<file path="src/rtl/urldec_pkg.sv">
// Shared types, character constants and hex helpers for the URL percent decoder.
`timescale 1ns / 1ps

package urldec_pkg;

   typedef enum logic [1:0] {
      HELD_NONE  = 2'd0,
      HELD_PCT   = 2'd1,
      HELD_DIGIT = 2'd2
   } held_type;

   localparam logic [7:0] CHAR_PCT   = 8'h25;
   localparam logic [7:0] CHAR_PLUS  = 8'h2B;
   localparam logic [7:0] CHAR_SPACE = 8'h20;

   localparam int unsigned MAX_RESULTS = 3;

   typedef struct packed {
      logic [1:0]                     count;
      logic [MAX_RESULTS-1:0][7:0]    bytes;
      logic                           last;
   } dec_type;

   function automatic logic hex_ok(input logic [7:0] b);
      hex_ok = ((b >= 8'h30) && (b <= 8'h39)) ||
               ((b >= 8'h61) && (b <= 8'h66)) ||
               ((b >= 8'h41) && (b <= 8'h46));
   endfunction

   function automatic logic [3:0] hex_nibble(input logic [7:0] b);
      if (b <= 8'h39) begin
         hex_nibble = b[3:0];
      end else begin
         hex_nibble = b[3:0] + 4'd9;
      end
   endfunction

endpackage

</file>
<file path="src/rtl/url_percent_decoder.sv">
// An accepted word goes through the input register, then the result register. Throughput: one
// word per cycle while words yield at most one byte and rsp_ready is high; a word with two
// or three bytes holds the result register; the input register takes one more word meanwhile.
// Reset (synchronous, active high) clears all held escape state and pending bytes
// and sets plus-as-space on.
`timescale 1ns / 1ps

module url_percent_decoder (
   input  logic       clock,
   input  logic       reset,
   input  logic       req_valid,
   output logic       req_ready,
   input  logic [7:0] req_in_byte,
   input  logic       req_in_last,
   output logic       rsp_valid,
   input  logic       rsp_ready,
   output logic [7:0] rsp_out_byte,
   output logic       rsp_out_last,
   input  logic       csr_wr_en,
   input  logic       csr_wr_data
);

   logic                 plus_ff;
   logic                 stage_valid_ff, stage_valid_in;
   logic [7:0]           stage_byte_ff;
   logic                 stage_last_ff;
   logic                 empty_next;
   logic                 load;
   urldec_pkg::dec_type  dec;
   urldec_pkg::held_type held;
   logic [7:0]           held_digit;

   assign load      = stage_valid_ff && empty_next;
   assign req_ready = !stage_valid_ff || load;

   always_comb begin
      stage_valid_in = stage_valid_ff;
      if (req_valid && req_ready) begin
         stage_valid_in = 1'b1;
      end else if (load) begin
         stage_valid_in = 1'b0;
      end
   end

   always_ff @(posedge clock) begin
      if (reset) begin
         stage_valid_ff <= 1'b0;
         plus_ff        <= 1'b1;
      end else begin
         stage_valid_ff <= stage_valid_in;
         if (csr_wr_en) begin
            plus_ff <= csr_wr_data;
         end
      end
   end

   always_ff @(posedge clock) begin
      if (req_valid && req_ready) begin
         stage_byte_ff <= req_in_byte;
         stage_last_ff <= req_in_last;
      end
   end

   urldec_dec u_dec (
      .clock         (clock),
      .reset         (reset),
      .step          (load),
      .plus_as_space (plus_ff),
      .in_byte       (stage_byte_ff),
      .in_last       (stage_last_ff),
      .dec           (dec),
      .held          (held),
      .held_digit    (held_digit)
   );

   urldec_obuf u_obuf (
      .clock        (clock),
      .reset        (reset),
      .load         (load),
      .dec          (dec),
      .empty_next   (empty_next),
      .rsp_valid    (rsp_valid),
      .rsp_ready    (rsp_ready),
      .rsp_out_byte (rsp_out_byte),
      .rsp_out_last (rsp_out_last)
   );

   // The end of a string always produces at least one byte and leaves nothing held.
   a_last_emits: assert property (@(posedge clock) disable iff (reset)
      (load && stage_last_ff) |=> (rsp_valid && (held == urldec_pkg::HELD_NONE)))
      else $error("last word did not flush");

   // A digit is held only when it is a valid hex character.
   a_digit_hex: assert property (@(posedge clock) disable iff (reset)
      (held == urldec_pkg::HELD_DIGIT) |-> urldec_pkg::hex_ok(held_digit))
      else $error("held digit is not hex");

   // A staged word waits unchanged until it moves into the result register.
   a_stage_hold: assert property (@(posedge clock) disable iff (reset)
      (stage_valid_ff && !load) |=> (stage_valid_ff && $stable(stage_byte_ff)
                                      && $stable(stage_last_ff)))
      else $error("staged word lost");

   // A flagged final byte is never followed by more bytes of the same word.
   a_last_single: assert property (@(posedge clock) disable iff (reset)
      (rsp_valid && rsp_ready && rsp_out_last && !load) |=> !rsp_valid)
      else $error("bytes after final byte");

endmodule

</file>
<file path="src/rtl/urldec_dec.sv">
// Escape tracking state and the per-word decode into up to three output bytes.
`timescale 1ns / 1ps

module urldec_dec (
   input  logic                 clock,
   input  logic                 reset,
   input  logic                 step,
   input  logic                 plus_as_space,
   input  logic [7:0]           in_byte,
   input  logic                 in_last,
   output urldec_pkg::dec_type  dec,
   output urldec_pkg::held_type held,
   output logic [7:0]           held_digit
);

   urldec_pkg::held_type held_ff, held_in;
   logic [7:0]           digit_ff, digit_in;
   logic                 hv;
   logic                 fresh_hold;
   logic [7:0]           fresh_byte;

   assign hv         = urldec_pkg::hex_ok(in_byte);
   assign fresh_hold = (in_byte == urldec_pkg::CHAR_PCT) && !in_last;
   assign fresh_byte = ((in_byte == urldec_pkg::CHAR_PLUS) && plus_as_space) ?
                       urldec_pkg::CHAR_SPACE : in_byte;

   always_comb begin
      held_in   = urldec_pkg::HELD_NONE;
      digit_in  = digit_ff;
      dec.count = 2'd0;
      dec.bytes = '0;
      dec.last  = in_last;
      unique case (held_ff)
         urldec_pkg::HELD_PCT: begin
            if (hv && !in_last) begin
               held_in  = urldec_pkg::HELD_DIGIT;
               digit_in = in_byte;
            end else begin
               dec.bytes[0] = urldec_pkg::CHAR_PCT;
               if (fresh_hold) begin
                  held_in   = urldec_pkg::HELD_PCT;
                  dec.count = 2'd1;
               end else begin
                  dec.bytes[1] = fresh_byte;
                  dec.count    = 2'd2;
               end
            end
         end
         urldec_pkg::HELD_DIGIT: begin
            if (hv) begin
               dec.bytes[0] = {urldec_pkg::hex_nibble(digit_ff),
                               urldec_pkg::hex_nibble(in_byte)};
               dec.count    = 2'd1;
            end else begin
               dec.bytes[0] = urldec_pkg::CHAR_PCT;
               dec.bytes[1] = digit_ff;
               if (fresh_hold) begin
                  held_in   = urldec_pkg::HELD_PCT;
                  dec.count = 2'd2;
               end else begin
                  dec.bytes[2] = fresh_byte;
                  dec.count    = 2'd3;
               end
            end
         end
         default: begin
            if (fresh_hold) begin
               held_in = urldec_pkg::HELD_PCT;
            end else begin
               dec.bytes[0] = fresh_byte;
               dec.count    = 2'd1;
            end
         end
      endcase
      if (in_last) begin
         held_in = urldec_pkg::HELD_NONE;
      end
   end

   always_ff @(posedge clock) begin
      if (reset) begin
         held_ff  <= urldec_pkg::HELD_NONE;
         digit_ff <= 8'h00;
      end else if (step) begin
         held_ff  <= held_in;
         digit_ff <= digit_in;
      end
   end

   assign held       = held_ff;
   assign held_digit = digit_ff;

endmodule

</file>
<file path="src/rtl/urldec_obuf.sv">
// Result register that holds the decoded bytes of one word and hands them out in order.
`timescale 1ns / 1ps

module urldec_obuf (
   input  logic                clock,
   input  logic                reset,
   input  logic                load,
   input  urldec_pkg::dec_type dec,
   output logic                empty_next,
   output logic                rsp_valid,
   input  logic                rsp_ready,
   output logic [7:0]          rsp_out_byte,
   output logic                rsp_out_last
);

   logic [1:0]                                num_ff, num_in;
   logic [urldec_pkg::MAX_RESULTS-1:0][7:0]   buf_ff, buf_in;
   logic                                      last_ff, last_in;
   logic                                      pop;

   assign pop        = (num_ff != 2'd0) && rsp_ready;
   assign empty_next = (num_ff == 2'd0) || ((num_ff == 2'd1) && rsp_ready);

   always_comb begin
      num_in  = num_ff;
      buf_in  = buf_ff;
      last_in = last_ff;
      if (load) begin
         num_in  = dec.count;
         buf_in  = dec.bytes;
         last_in = dec.last;
      end else if (pop) begin
         num_in = num_ff - 2'd1;
         buf_in = {8'h00, buf_ff[urldec_pkg::MAX_RESULTS-1:1]};
      end
   end

   always_ff @(posedge clock) begin
      if (reset) begin
         num_ff <= 2'd0;
      end else begin
         num_ff <= num_in;
      end
   end

   always_ff @(posedge clock) begin
      buf_ff  <= buf_in;
      last_ff <= last_in;
   end

   assign rsp_valid    = (num_ff != 2'd0);
   assign rsp_out_byte = buf_ff[0];
   assign rsp_out_last = last_ff && (num_ff == 2'd1);

endmodule

</file>
<file path="config.mk">
export PLATFORM = sky130hd
export DESIGN_NAME = url_percent_decoder
export DESIGN_NICKNAME = d
export VERILOG_FILES = /design/src/rtl/urldec_pkg.sv /design/src/rtl/url_percent_decoder.sv /design/src/rtl/urldec_dec.sv /design/src/rtl/urldec_obuf.sv
export SDC_FILE = /design/constraint.sdc
export NUM_CORES = 1
export LEC_CHECK = 0
export BUFFER_PORTS_ARGS = -buffer_cell sky130_fd_sc_hd__buf_2
export CAP_MARGIN = 10
export CORE_UTILIZATION = 50
export CTS_CLUSTER_DIAMETER = 150
export DETAILED_ROUTE_END_ITERATION = 8
export GPL_TIMING_DRIVEN = 1
export PLACE_DENSITY = 0.75
export SLEW_MARGIN = 10
export SYNTH_ARGS = -nofsm -noshare
export SYNTH_HDL_FRONTEND = slang
export SYNTH_HIERARCHICAL = 1
export SYNTH_SLANG_ARGS = --single-unit
</file>
<file path="constraint.sdc">
create_clock -name clock -period 3.15 [get_ports clock]
set_input_delay 0.1575 -clock clock [delete_from_list [all_inputs] [get_ports clock]]
set_output_delay 0.1575 -clock clock [all_outputs]
set_load 0.01 [all_outputs]
</file>
# Word-level counts from Yosys, hierarchy flattened
# Index checks and enable logic that the tools add are counted.
[word_totals]
ff_bits = 48
output_inout_bits = 11
[op_classes]
n_addsub = 3
n_lt_le_gt_ge = 7
n_eq_ne = 5
n_mux = 27
reduce_logical = 22
[ops]
columns = ["op", "count"]
rows = [
  ["$mux 24", 2],
  ["$mux 16", 2],
  ["$mux 8", 4],
  ["$pmux 8 s2", 2],
  ["$eq 8x6->1 const B", 2],
  ["$ge 8x7->1 const B", 2],
  ["$le 8x6->1 const B", 2],
  ["$le 8x7->1 const B", 2],
  ["$mux 2", 8],
  ["$logic_and 1x1->1", 11],
  ["$add 4x4->4 const B", 2],
  ["$ge 8x6->1 const B", 1],
  ["$mux 4", 2],
  ["$pmux 2 s2", 2],
  ["$reduce_bool 2->1", 3],
  ["$mux 1", 5],
  ["$eq 2x1->1 const B", 2],
  ["$logic_or 1x1->1", 4],
  ["$reduce_and 3->1", 1],
  ["$eq 2x2->1 const B", 1],
  ["$logic_not 1->1", 2],
  ["$logic_not 2->1", 1],
  ["$sub 2x1->2 const B", 1],
]

# Depth between registers and ports, before layout
# Gate-level depths: netlist of the first run.
[logic_depth]
word_depth = 8
ltp_mapped = 10
ltp_nobuf = 9

# Modules after synthesis
# Netlist of the first run, hierarchy kept.
[by_module_without_submodules]
columns = ["module", "n_inst", "cells_per_inst", "area_per_inst_um2"]
rows = [
  ["urldec_obuf", 1, 80, 1226.2],
  ["urldec_dec", 1, 149, 1108.6],
  ["url_percent_decoder", 1, 18, 360.3],
]

# Worst setup path after synthesis of the first run
# No wires, ideal clock.
[synth_timing]
path_type = "reg2reg"
start = "reg stage_byte_ff[0]"
end = "reg u_obuf/buf_ff[12] in the netlist's numbering (data pin)"
arrival_time_ps = 2122
required_ps = 2890
slack_ps = 768
stages_incl_launch_ff = 10
synth_period_minus_slack_ps = 2382
cell_sequence = "edfxtp_1 -> inv_1 -> ha_1 -> nor3b_1 -> o41ai_4 -> a21boi_1 -> buf_2 -> a22oi_1 -> nor2_1 -> mux2_2"
[synth_lines]
columns = ["element", "line_no", "text"]
rows = [
  ["start: declaration", "url_percent_decoder.sv:25", "logic [7:0] stage_byte_ff;"],
  ["start signal: assignment", "url_percent_decoder.sv:59", "stage_byte_ff <= req_in_byte;"],
  ["end signal: assignment", "urldec_obuf.sv:47", "buf_ff <= buf_in;"],
  ["end: declaration", "urldec_obuf.sv:17", "logic [urldec_pkg::MAX_RESULTS-1:0][7:0] buf_ff, buf_in;"],
]

==> results of run 1 <==
synthesized netlist by cell type, types with 2 or more instances:
master                      n
sky130_fd_sc_hd__edfxtp_1  34
sky130_fd_sc_hd__nor2_1    29
sky130_fd_sc_hd__mux2_2    17
sky130_fd_sc_hd__inv_1     15
sky130_fd_sc_hd__nand2_1   15
sky130_fd_sc_hd__dfxtp_1   14
sky130_fd_sc_hd__and2_1    13
sky130_fd_sc_hd__ha_1      10
sky130_fd_sc_hd__buf_4      9
sky130_fd_sc_hd__mux2i_1    9
sky130_fd_sc_hd__o21ai_0    7
sky130_fd_sc_hd__a22oi_1    6
sky130_fd_sc_hd__a32oi_1    5
sky130_fd_sc_hd__a21oi_1    4
sky130_fd_sc_hd__buf_2      4
sky130_fd_sc_hd__and3_1     3
sky130_fd_sc_hd__clkbuf_1   3
sky130_fd_sc_hd__nand3_1    3
sky130_fd_sc_hd__o22ai_1    3
sky130_fd_sc_hd__xnor2_1    3
sky130_fd_sc_hd__a211o_1    2
sky130_fd_sc_hd__a21boi_0   2
sky130_fd_sc_hd__buf_6      2
sky130_fd_sc_hd__nand2b_1   2
sky130_fd_sc_hd__nand3b_1   2
sky130_fd_sc_hd__nor2b_1    2
sky130_fd_sc_hd__nor3_1     2
sky130_fd_sc_hd__nor3b_1    2
sky130_fd_sc_hd__o21bai_1   2
sky130_fd_sc_hd__o31ai_1    2
sky130_fd_sc_hd__xor2_1     2
critical path: cells and delay by family, from the launching register on:
family	cells	cell delay (ns)
AO/OA/AOI/OAI	3	1.23
flip-flops	1	0.50
multiplexers	1	0.26
buffers and inverters	1	0.08
AND/OR/NAND/NOR	2	0.25
adder cells (fa/ha/maj)	1	0.24
metrics by stage:
stage	setup slack (ns)	cells	cell area (µm²)	utilization, %	hold WS [ns]
after floorplan	0.768	247	2700	-	0.227
after global placement	0.489	325	2800	54.4	0.334
after detailed placement	0.429	325	2800	54.4	0.336
after CTS	0.407	333	2910	56.7	0.0184
after global routing	0.235	333	2910	56.7	0.0118
final	0.346	333	2910	56.7	0.0280
state kept, by name, summed over array words and instances, names as in the netlist:
name	flops
u_dec/held	2
u_obuf/num_ff	2
stage_last_ff	1
u_obuf/last_ff	1
stage_valid_ff	1
u_obuf/rsp_out_byte	8
u_dec/held_digit	8
plus_ff	1
stage_byte_ff	8
u_obuf/buf_ff	16
layer usage:
layer | vias up | global-route usage [%]
li1 | 900 | -
met1 | 872 | 26.4
met2 | 38 | 32.3
met3 | 8 | 4.63
met4 | 0 | 6.38
met5 | - | 0
power by group:
group	switching, mW	total (mW)	internal (mW)	leakage [nW]
sequential	0.0376	0.822	0.785	0.443
combinational	0.143	0.263	0.120	0.652
clock	0.195	0.450	0.256	0.0588
total	0.375	1.54	1.16	1.15
worst paths after layout:
kind / startpoint / end / cells after the start
max: stage_byte_ff[0] / u_obuf/buf_ff[13] / 8
min: req_in_byte[0] / stage_byte_ff[0] / 1
min reg2reg: stage_valid_ff / stage_valid_ff / 2
max reg2reg: stage_byte_ff[0] / u_obuf/buf_ff[13] / 8
logic make-up after synthesis:
logic type | share of synthesized area [%]
xor gates and xnor gates | 1.63
buffers and inverters | 6.73
AOI/OAI and AO/OA | 12.0
adders and majority gates | 4.64
muxes | 10.4
and+or+nand+nor | 16.3
DFF | 48.3
layout make-up:
| type | count | share of cell area, % |
|---|---|---|
| multi-input cells | 165 | 41.6 |
| well taps | 70 | 3.01 |
| clock buffers | 6 | 2.83 |
| repair buffers | 27 | 4.81 |
| flip-flops and latches | 48 | 44.7 |
| inverters | 15 | 1.93 |
| clock inverters | 2 | 1.16 |
==> metrics.txt, run 1 <==
vertical extent of the die=75.4 µm; antenna violations before repair=0; most common library cell in the layout ignoring fill and taps=sky130_fd_sc_hd__edfxtp_1; sink count of the clock tree=48; final RePlAce weighted congestion=0.907; floorplan die width=75.4 µm; distinct cell type count after synthesis=50; share of synthesized area occupied by flip-flops and latches=48.3%; vias per cell=5.46; Worst R2R Setup Slack=0.35 ns; vias after detailed routing=1,818; number of instances in the synthesized netlist=247; standard cell with the maximum stage delay on the critical path=sky130_fd_sc_hd__o41ai_4; flip-flop cell with the highest count after synthesis=sky130_fd_sc_hd__edfxtp_1; Synth warnings=6; highest-count cells in the layout ignoring fill and taps=sky130_fd_sc_hd__edfxtp_1 (34), sky130_fd_sc_hd__nor2_1 (29), sky130_fd_sc_hd__buf_2 (25); Synth-to-Final Area Change=8.12%; global route total overflow=0; core area=5140 µm²; count of inserted antenna diode cells=0; post-synth net total=272; arrival time at the worst endpoint=2.86 ns; per-cell routed wire length=14.6 µm; power density relative to cell area=527 nW/µm²; number of nets in the layout=287; CTS clock-pin slew for the worst setup and hold paths=0.08 ns; Post-Route Skew=0.00606 ns; sum of met2 wire segment lengths after detailed routing=2400 µm; Detail Route Antenna Nets=0; result of the run=completed; Worst slew margin=40.2%; Worst Path Required=3.20 ns; combined area of the multi-input logic cells=1210 µm²; top cell type by total area after synthesis=sky130_fd_sc_hd__edfxtp_1; sequential cell area=1300 µm²; sort of element at the end of the critical path=flop; final period demand of the worst path=2.80 ns; CTS hold repair buffers=0; routed metal-1 wire length=2210 µm; Gates resized, CTS repair=0; worst-skew pair later-pin latency=0.30 ns; pin count of the biggest net entering global routing=31; post-layout total power=1.54 mW; uppermost routed layer=met4; Final Slew Violations=0; wire length of the first global-routing pass=8310 µm; post-route fraction of the period consumed by the critical path=89.0%; CTS tree=yes; Setup Total Neg Slack=0 ns; met3 routed WL=196 µm; count of pins on the block boundary=26; Final Hold Violating Endpoints=0; upper clock frequency limit=357 MHz; Leakage Power=1.15 nW; Peak VDD IR=0.356 mV; DR DRC count=0; largest cells by area after synthesis=sky130_fd_sc_hd__edfxtp_1 (38%), sky130_fd_sc_hd__dfxtp_1 (10%), sky130_fd_sc_hd__mux2_2 (7.1%); fraction of final layout cells sized beyond drive strength 1=22.1%; register bit count reported by yosys=48; fillers=468; largest stage delay on the critical path=0.51 ns; count of max-cap constraint violations=0; average cell area after synthesis=10.9 µm²; transition time at the pin with the least slew margin=0.895 ns; Post-CTS Setup Inserts=0; number of search-and-repair iterations in the first detailed-routing pass=4; total clock buffers created by CTS=5; unrepaired setup endpoints after global routing=false; # rows=26; vias in the first global route=1,732; post-synthesis instance area=2700 µm²; effective utilization at floorplan=52.4%; Clock Tree Buf Depth=2; path type of the worst min-delay path=input port to flop; maximum fanout encountered on the critical timing path=11; GRT Total Usage=19.9%; drt first-iter violations=123; Post-synth ARST share=0%; depth of the CTS H-tree=2; share of Yosys cell area claimed by the top area cell type=37.9%; Die Area=5690 µm²; list of cells traversed by the critical path=inv_1 > ha_1 > nor3b_1 > o41ai_4 > a21boi_1 > a32oi_1 > nor2_1 > mux2_2; critical path class=flop to flop; port bufs=25; number of enable-type register cells in the synthesized netlist=34; Startpoint Class=flop; number of setup violations in the final report=0; post-detail-place hpwl=3460 µm; Root Buffer Master=sky130_fd_sc_hd__clkbuf_8; routed wire length=4880 µm
(Power assumes the default switching activity.)
==> inputs of run 2 (changes only) <==
- CTS_BUF_LIST: not set -> sky130_fd_sc_hd__clkbuf_4
- SETUP_SLACK_MARGIN: not set -> 0.2
==> metrics.txt, run 2 (same netlist as run 1, synthesis figures left out) <==
CTS hold repair buffers=10; utilization after layout=57.8%; wire length of the first global-routing pass=8650 µm; Most flops, register=u_obuf/buf_ff; highest-count cells in the layout ignoring fill and taps=sky130_fd_sc_hd__edfxtp_1 (34), sky130_fd_sc_hd__nor2_1 (29), sky130_fd_sc_hd__buf_2 (25); transition time at the pin with the least slew margin=0.839 ns; number of nets in the layout=297; Worst Path Required=3.28 ns; count of max-cap constraint violations=0; Detail Route Antenna Nets=0; post-route fraction of the period consumed by the critical path=88.3%; power density relative to cell area=486 nW/µm²; sink count of the clock tree=48; vertical extent of the die=75.4 µm; result of the run=completed; Die Area=5690 µm²; critical path class=flop to flop; post-detail-place hpwl=3460 µm; total clock buffers created by CTS=5; most common library cell in the layout ignoring fill and taps=sky130_fd_sc_hd__edfxtp_1; hold slack final=0.0238 ns; Startpoint Class=flop; final worst slack=0.369 ns; post-layout total power=1.45 mW; Worst slew margin=43.9%; standard cell with the maximum stage delay on the critical path=sky130_fd_sc_hd__edfxtp_1; worst-skew pair later-pin latency=0.36 ns; vias after detailed routing=1,863; global route total overflow=0; fraction of final layout cells sized beyond drive strength 1=20.9%; list of cells traversed by the critical path=inv_1 > ha_1 > nor3b_1 > o41ai_4 > a21boi_1 > a32oi_1 > nor2_1 > mux2_2; GRT Total Usage=20.6%; Synth-to-Final Area Change=10.3%; Gates resized, CTS repair=0; flip-flop count of the largest register, all copies and words added=16; count of inserted antenna diode cells=0; Final Hold Violating Endpoints=0; vias per cell=5.43; drt first-iter violations=118; Root Buffer Master=sky130_fd_sc_hd__clkbuf_4; Worst Setup Slack post-DPL=0.429 ns; Peak VDD IR=0.342 mV; arrival time at the worst endpoint=2.91 ns; maximum fanout encountered on the critical timing path=11; path type of the worst min-delay path=input port to flop; per-cell routed wire length=14.7 µm; sort of element at the end of the critical path=flop; vias in the first global route=1,839; depth of the CTS H-tree=2; CTS clock-pin slew for the worst setup and hold paths=0.13 ns; pin count of the biggest net entering global routing=31; final period demand of the worst path=2.78 ns; Post-Route Skew=0.00778 ns; Post-CTS Setup Inserts=0; routed wire length=5030 µm; Setup Total Neg Slack=0 ns; DR DRC count=0; count of pins on the block boundary=26; Final Slew Violations=0; # rows=26; core area=5140 µm²; number of setup violations in the final report=0; Leakage Power=1.18 nW; CTS tree=yes; port bufs=25; final RePlAce weighted congestion=0.907; unrepaired setup endpoints after global routing=false; Worst R2R Setup Slack=0.37 ns; largest stage delay on the critical path=0.52 ns; antenna violations before repair=0; floorplan die width=75.4 µm; effective utilization at floorplan=52.4%; number of search-and-repair iterations in the first detailed-routing pass=4; upper clock frequency limit=360 MHz; Clock Tree Buf Depth=2
[run 2: cell types whose count changed in the layout (fill, tap and decap cells not counted), sizes merged]
cell         delta
dlygate4sd3    +10
clkbuf          -1
clkinv          +1
[run 2: critical path: cells and delay by family (launching register included)]
family                     cells  cell delay (ns)
buffers and inverters          1             0.08
DFF                            1             0.52
muxes                          1             0.26
and+or+nand+nor                2             0.25
adders and majority gates      1             0.24
AOI/OAI and AO/OA              3             1.21
[run 2: path summary, 6_finish.rpt]
| kind | endpoint | cells past startpoint | from |
|---|---|---|---|
| setup reg to reg | u_obuf/buf_ff[13] | 8 | stage_byte_ff[0] |
| hold reg to reg | stage_valid_ff | 2 | stage_valid_ff |
| hold / removal | plus_ff | 2 | csr_wr_en |
| setup / recovery | u_obuf/buf_ff[13] | 8 | stage_byte_ff[0] |
[run 2: layout make-up]
class	count	area, µm²
fill	459	2170
sequential	48	1300
multi-input combinational	165	1210
timing repair buffer	37	240
tap	70	87.6
inverter	15	56.3
clock buffer	5	37.5
clock inverter	3	37.5
[run 2: metrics by stage]
stage / instances / area [µm²]
after floorplan: 247 / 2700
after global placement: 325 / 2800
after detailed placement: 325 / 2800
after CTS: 343 / 2970
after global routing: 343 / 2970
final: 343 / 2970
[run 2: report_power, final]
part           leakage, nW  switching, mW  internal [mW]
clock network       0.0403          0.188          0.162
logic                0.694          0.145          0.128
registers            0.443         0.0377          0.785
total                 1.18          0.370           1.07
[run 2: metal layers]
metal	wire, µm	part of all wire [%]	track usage [%]
met1	2320	46	26.6
met4	69	1.4	6.79
met5	0	0	0
met2	2460	49	34.5
met3	189	3.8	4.63
==> inputs of run 3 (changes only) <==
--- a/config.mk
+++ b/config.mk
@@ -14,4 +14,5 @@
 export GPL_TIMING_DRIVEN = 1
 export PLACE_DENSITY = 0.75
+export REMOVE_ABC_BUFFERS = 1
 export SETUP_SLACK_MARGIN = 0.2
 export SLEW_MARGIN = 10
==> constraint.sdc (replaced) <==
create_clock -name clock -period 3.15 [get_ports clock]
set_input_delay 0.1575 -clock clock [delete_from_list [all_inputs] [get_ports clock]]
set_output_delay 0.1575 -clock clock [all_outputs]
set_load 0.005 [all_outputs]
==> metrics.txt, run 3 (same netlist as run 1, synthesis figures left out) <==
result of the run=completed; floorplan die width=75.4 µm; flip-flop count of the largest register, all copies and words added=16; Leakage Power=1.17 nW; final period demand of the worst path=2.78 ns; DR DRC count=0; number of standard cells in the final layout excluding fillers=343; # rows=26; vertical extent of the die=75.4 µm; CTS hold repair buffers=10; cell depth of the worst min-delay path=2; Die Area=5690 µm²; highest-count cells in the layout ignoring fill and taps=sky130_fd_sc_hd__edfxtp_1 (34), sky130_fd_sc_hd__nor2_1 (29), sky130_fd_sc_hd__buf_2 (25); arrival time at the worst endpoint=2.90 ns; CTS tree=yes; Final Instance Area=2960 µm²; sink count of the clock tree=48; Detail Route Antenna Nets=0; CTS clock-pin slew for the worst setup and hold paths=0.13 ns; number of search-and-repair iterations in the first detailed-routing pass=4; most common library cell in the layout ignoring fill and taps=sky130_fd_sc_hd__edfxtp_1; unrepaired setup endpoints after global routing=false; Worst R2R Setup Slack=0.37 ns; sort of element at the end of the critical path=flop; endpoint with the worst hold slack=plus_ff; global route total overflow=0; Worst Setup Slack post-DPL=0.422 ns; vias per cell=5.40; final RePlAce weighted congestion=0.851; path type of the worst min-delay path=input port to flop; Root Buffer Master=sky130_fd_sc_hd__clkbuf_4; post-detailed-placement cell area=2800 µm²; number of setup violations in the final report=0; Gates resized, CTS repair=0; Clock Tree Buf Depth=2; Startpoint Class=flop; depth of the CTS H-tree=2; crit path from=stage_byte_ff[0]; pin count of the biggest net entering global routing=25; Post-Route Skew=0.0117 ns; Synth-to-Final Area Change=9.75%; worst-skew pair later-pin latency=0.36 ns; fraction of final layout cells sized beyond drive strength 1=21.6%; post-layout total power=1.38 mW; routed wire length=5000 µm; launch instance of the worst min-delay path=csr_wr_en; GRT Total Usage=19.6%; upper clock frequency limit=360 MHz; Peak VDD IR=0.255 mV; drt first-iter violations=130; per-cell routed wire length=14.6 µm; vias after detailed routing=1,851; vias in the first global route=1,731; end of the worst register-to-register path=u_obuf/buf_ff[13]; core area=5140 µm²; critical path class=flop to flop; effective utilization at floorplan=52.4%; hold slack final=0.0278 ns; count of pins on the block boundary=26; number of nets in the layout=297; post-route fraction of the period consumed by the critical path=88.1%; RR Startpoint=stage_byte_ff[0]; final worst slack=0.374 ns; Worst slew margin=41.9%; utilization after layout=57.5%; Final Slew Violations=0; Most flops, register=u_obuf/buf_ff; Post-CTS Setup Inserts=0; Setup Total Neg Slack=0 ns; power density relative to cell area=467 nW/µm²; transition time at the pin with the least slew margin=0.869 ns; wire length of the first global-routing pass=8150 µm; maximum fanout encountered on the critical timing path=11; port bufs=25; count of inserted antenna diode cells=0; Register-to-Register Path Depth=8; Worst Path Required=3.27 ns; Final Hold Violating Endpoints=0; placed instance count=325; total clock buffers created by CTS=5; count of max-cap constraint violations=0; post-detail-place hpwl=3510 µm; antenna violations before repair=0
==> run 3: area by class of cell <==
type | instances | area, µm²
clock buffer | 8 | 60.1
fill | 474 | 2180
multi-input combinational | 165 | 1210
inverter | 15 | 56.3
timing repair buffer | 37 | 240
sequential | 48 | 1300
tap | 70 | 87.6
==> run 3: worst max-delay path, cell delays in order, from the launching register on <==
cell	delay (ns)
sky130_fd_sc_hd__edfxtp_1	0.53
sky130_fd_sc_hd__inv_1	0.08
sky130_fd_sc_hd__ha_1	0.22
sky130_fd_sc_hd__nor3b_1	0.17
sky130_fd_sc_hd__o41ai_4	0.53
sky130_fd_sc_hd__a21boi_1	0.37
sky130_fd_sc_hd__a32oi_1	0.29
sky130_fd_sc_hd__nor2_1	0.08
sky130_fd_sc_hd__mux2_2	0.26
==> run 3: routing by layer <==
metal / vias to the layer above / global-route usage [%] / routed length, µm
met5: - / 0 / 0
met4: 0 / 6.58 / 58
met3: 6 / 4.10 / 255
met2: 56 / 32.4 / 2410
met1: 867 / 25.7 / 2280
li1: 922 / - / -
==> run 3: worst max-delay path by stage <==
stage | to | slack (ns)
6_report | u_obuf/buf_ff[13] | 0.37
5_1_grt | u_obuf/buf_ff[13] | 0.24
4_1_cts | u_obuf/buf_ff[13] | 0.38
3_5_place_dp | u_obuf/buf_ff[13] | 0.42
3_3_place_gp | u_obuf/buf_ff[13] | 0.48
2_1_floorplan | u_obuf/buf_ff[12] | 0.74
==> run 3: where the power goes <==
group,internal [mW],switching [mW],total [mW],leakage [nW]
logic,0.127,0.134,0.261,0.694
clock network,0.115,0.184,0.299,0.0368
registers,0.785,0.0382,0.823,0.443
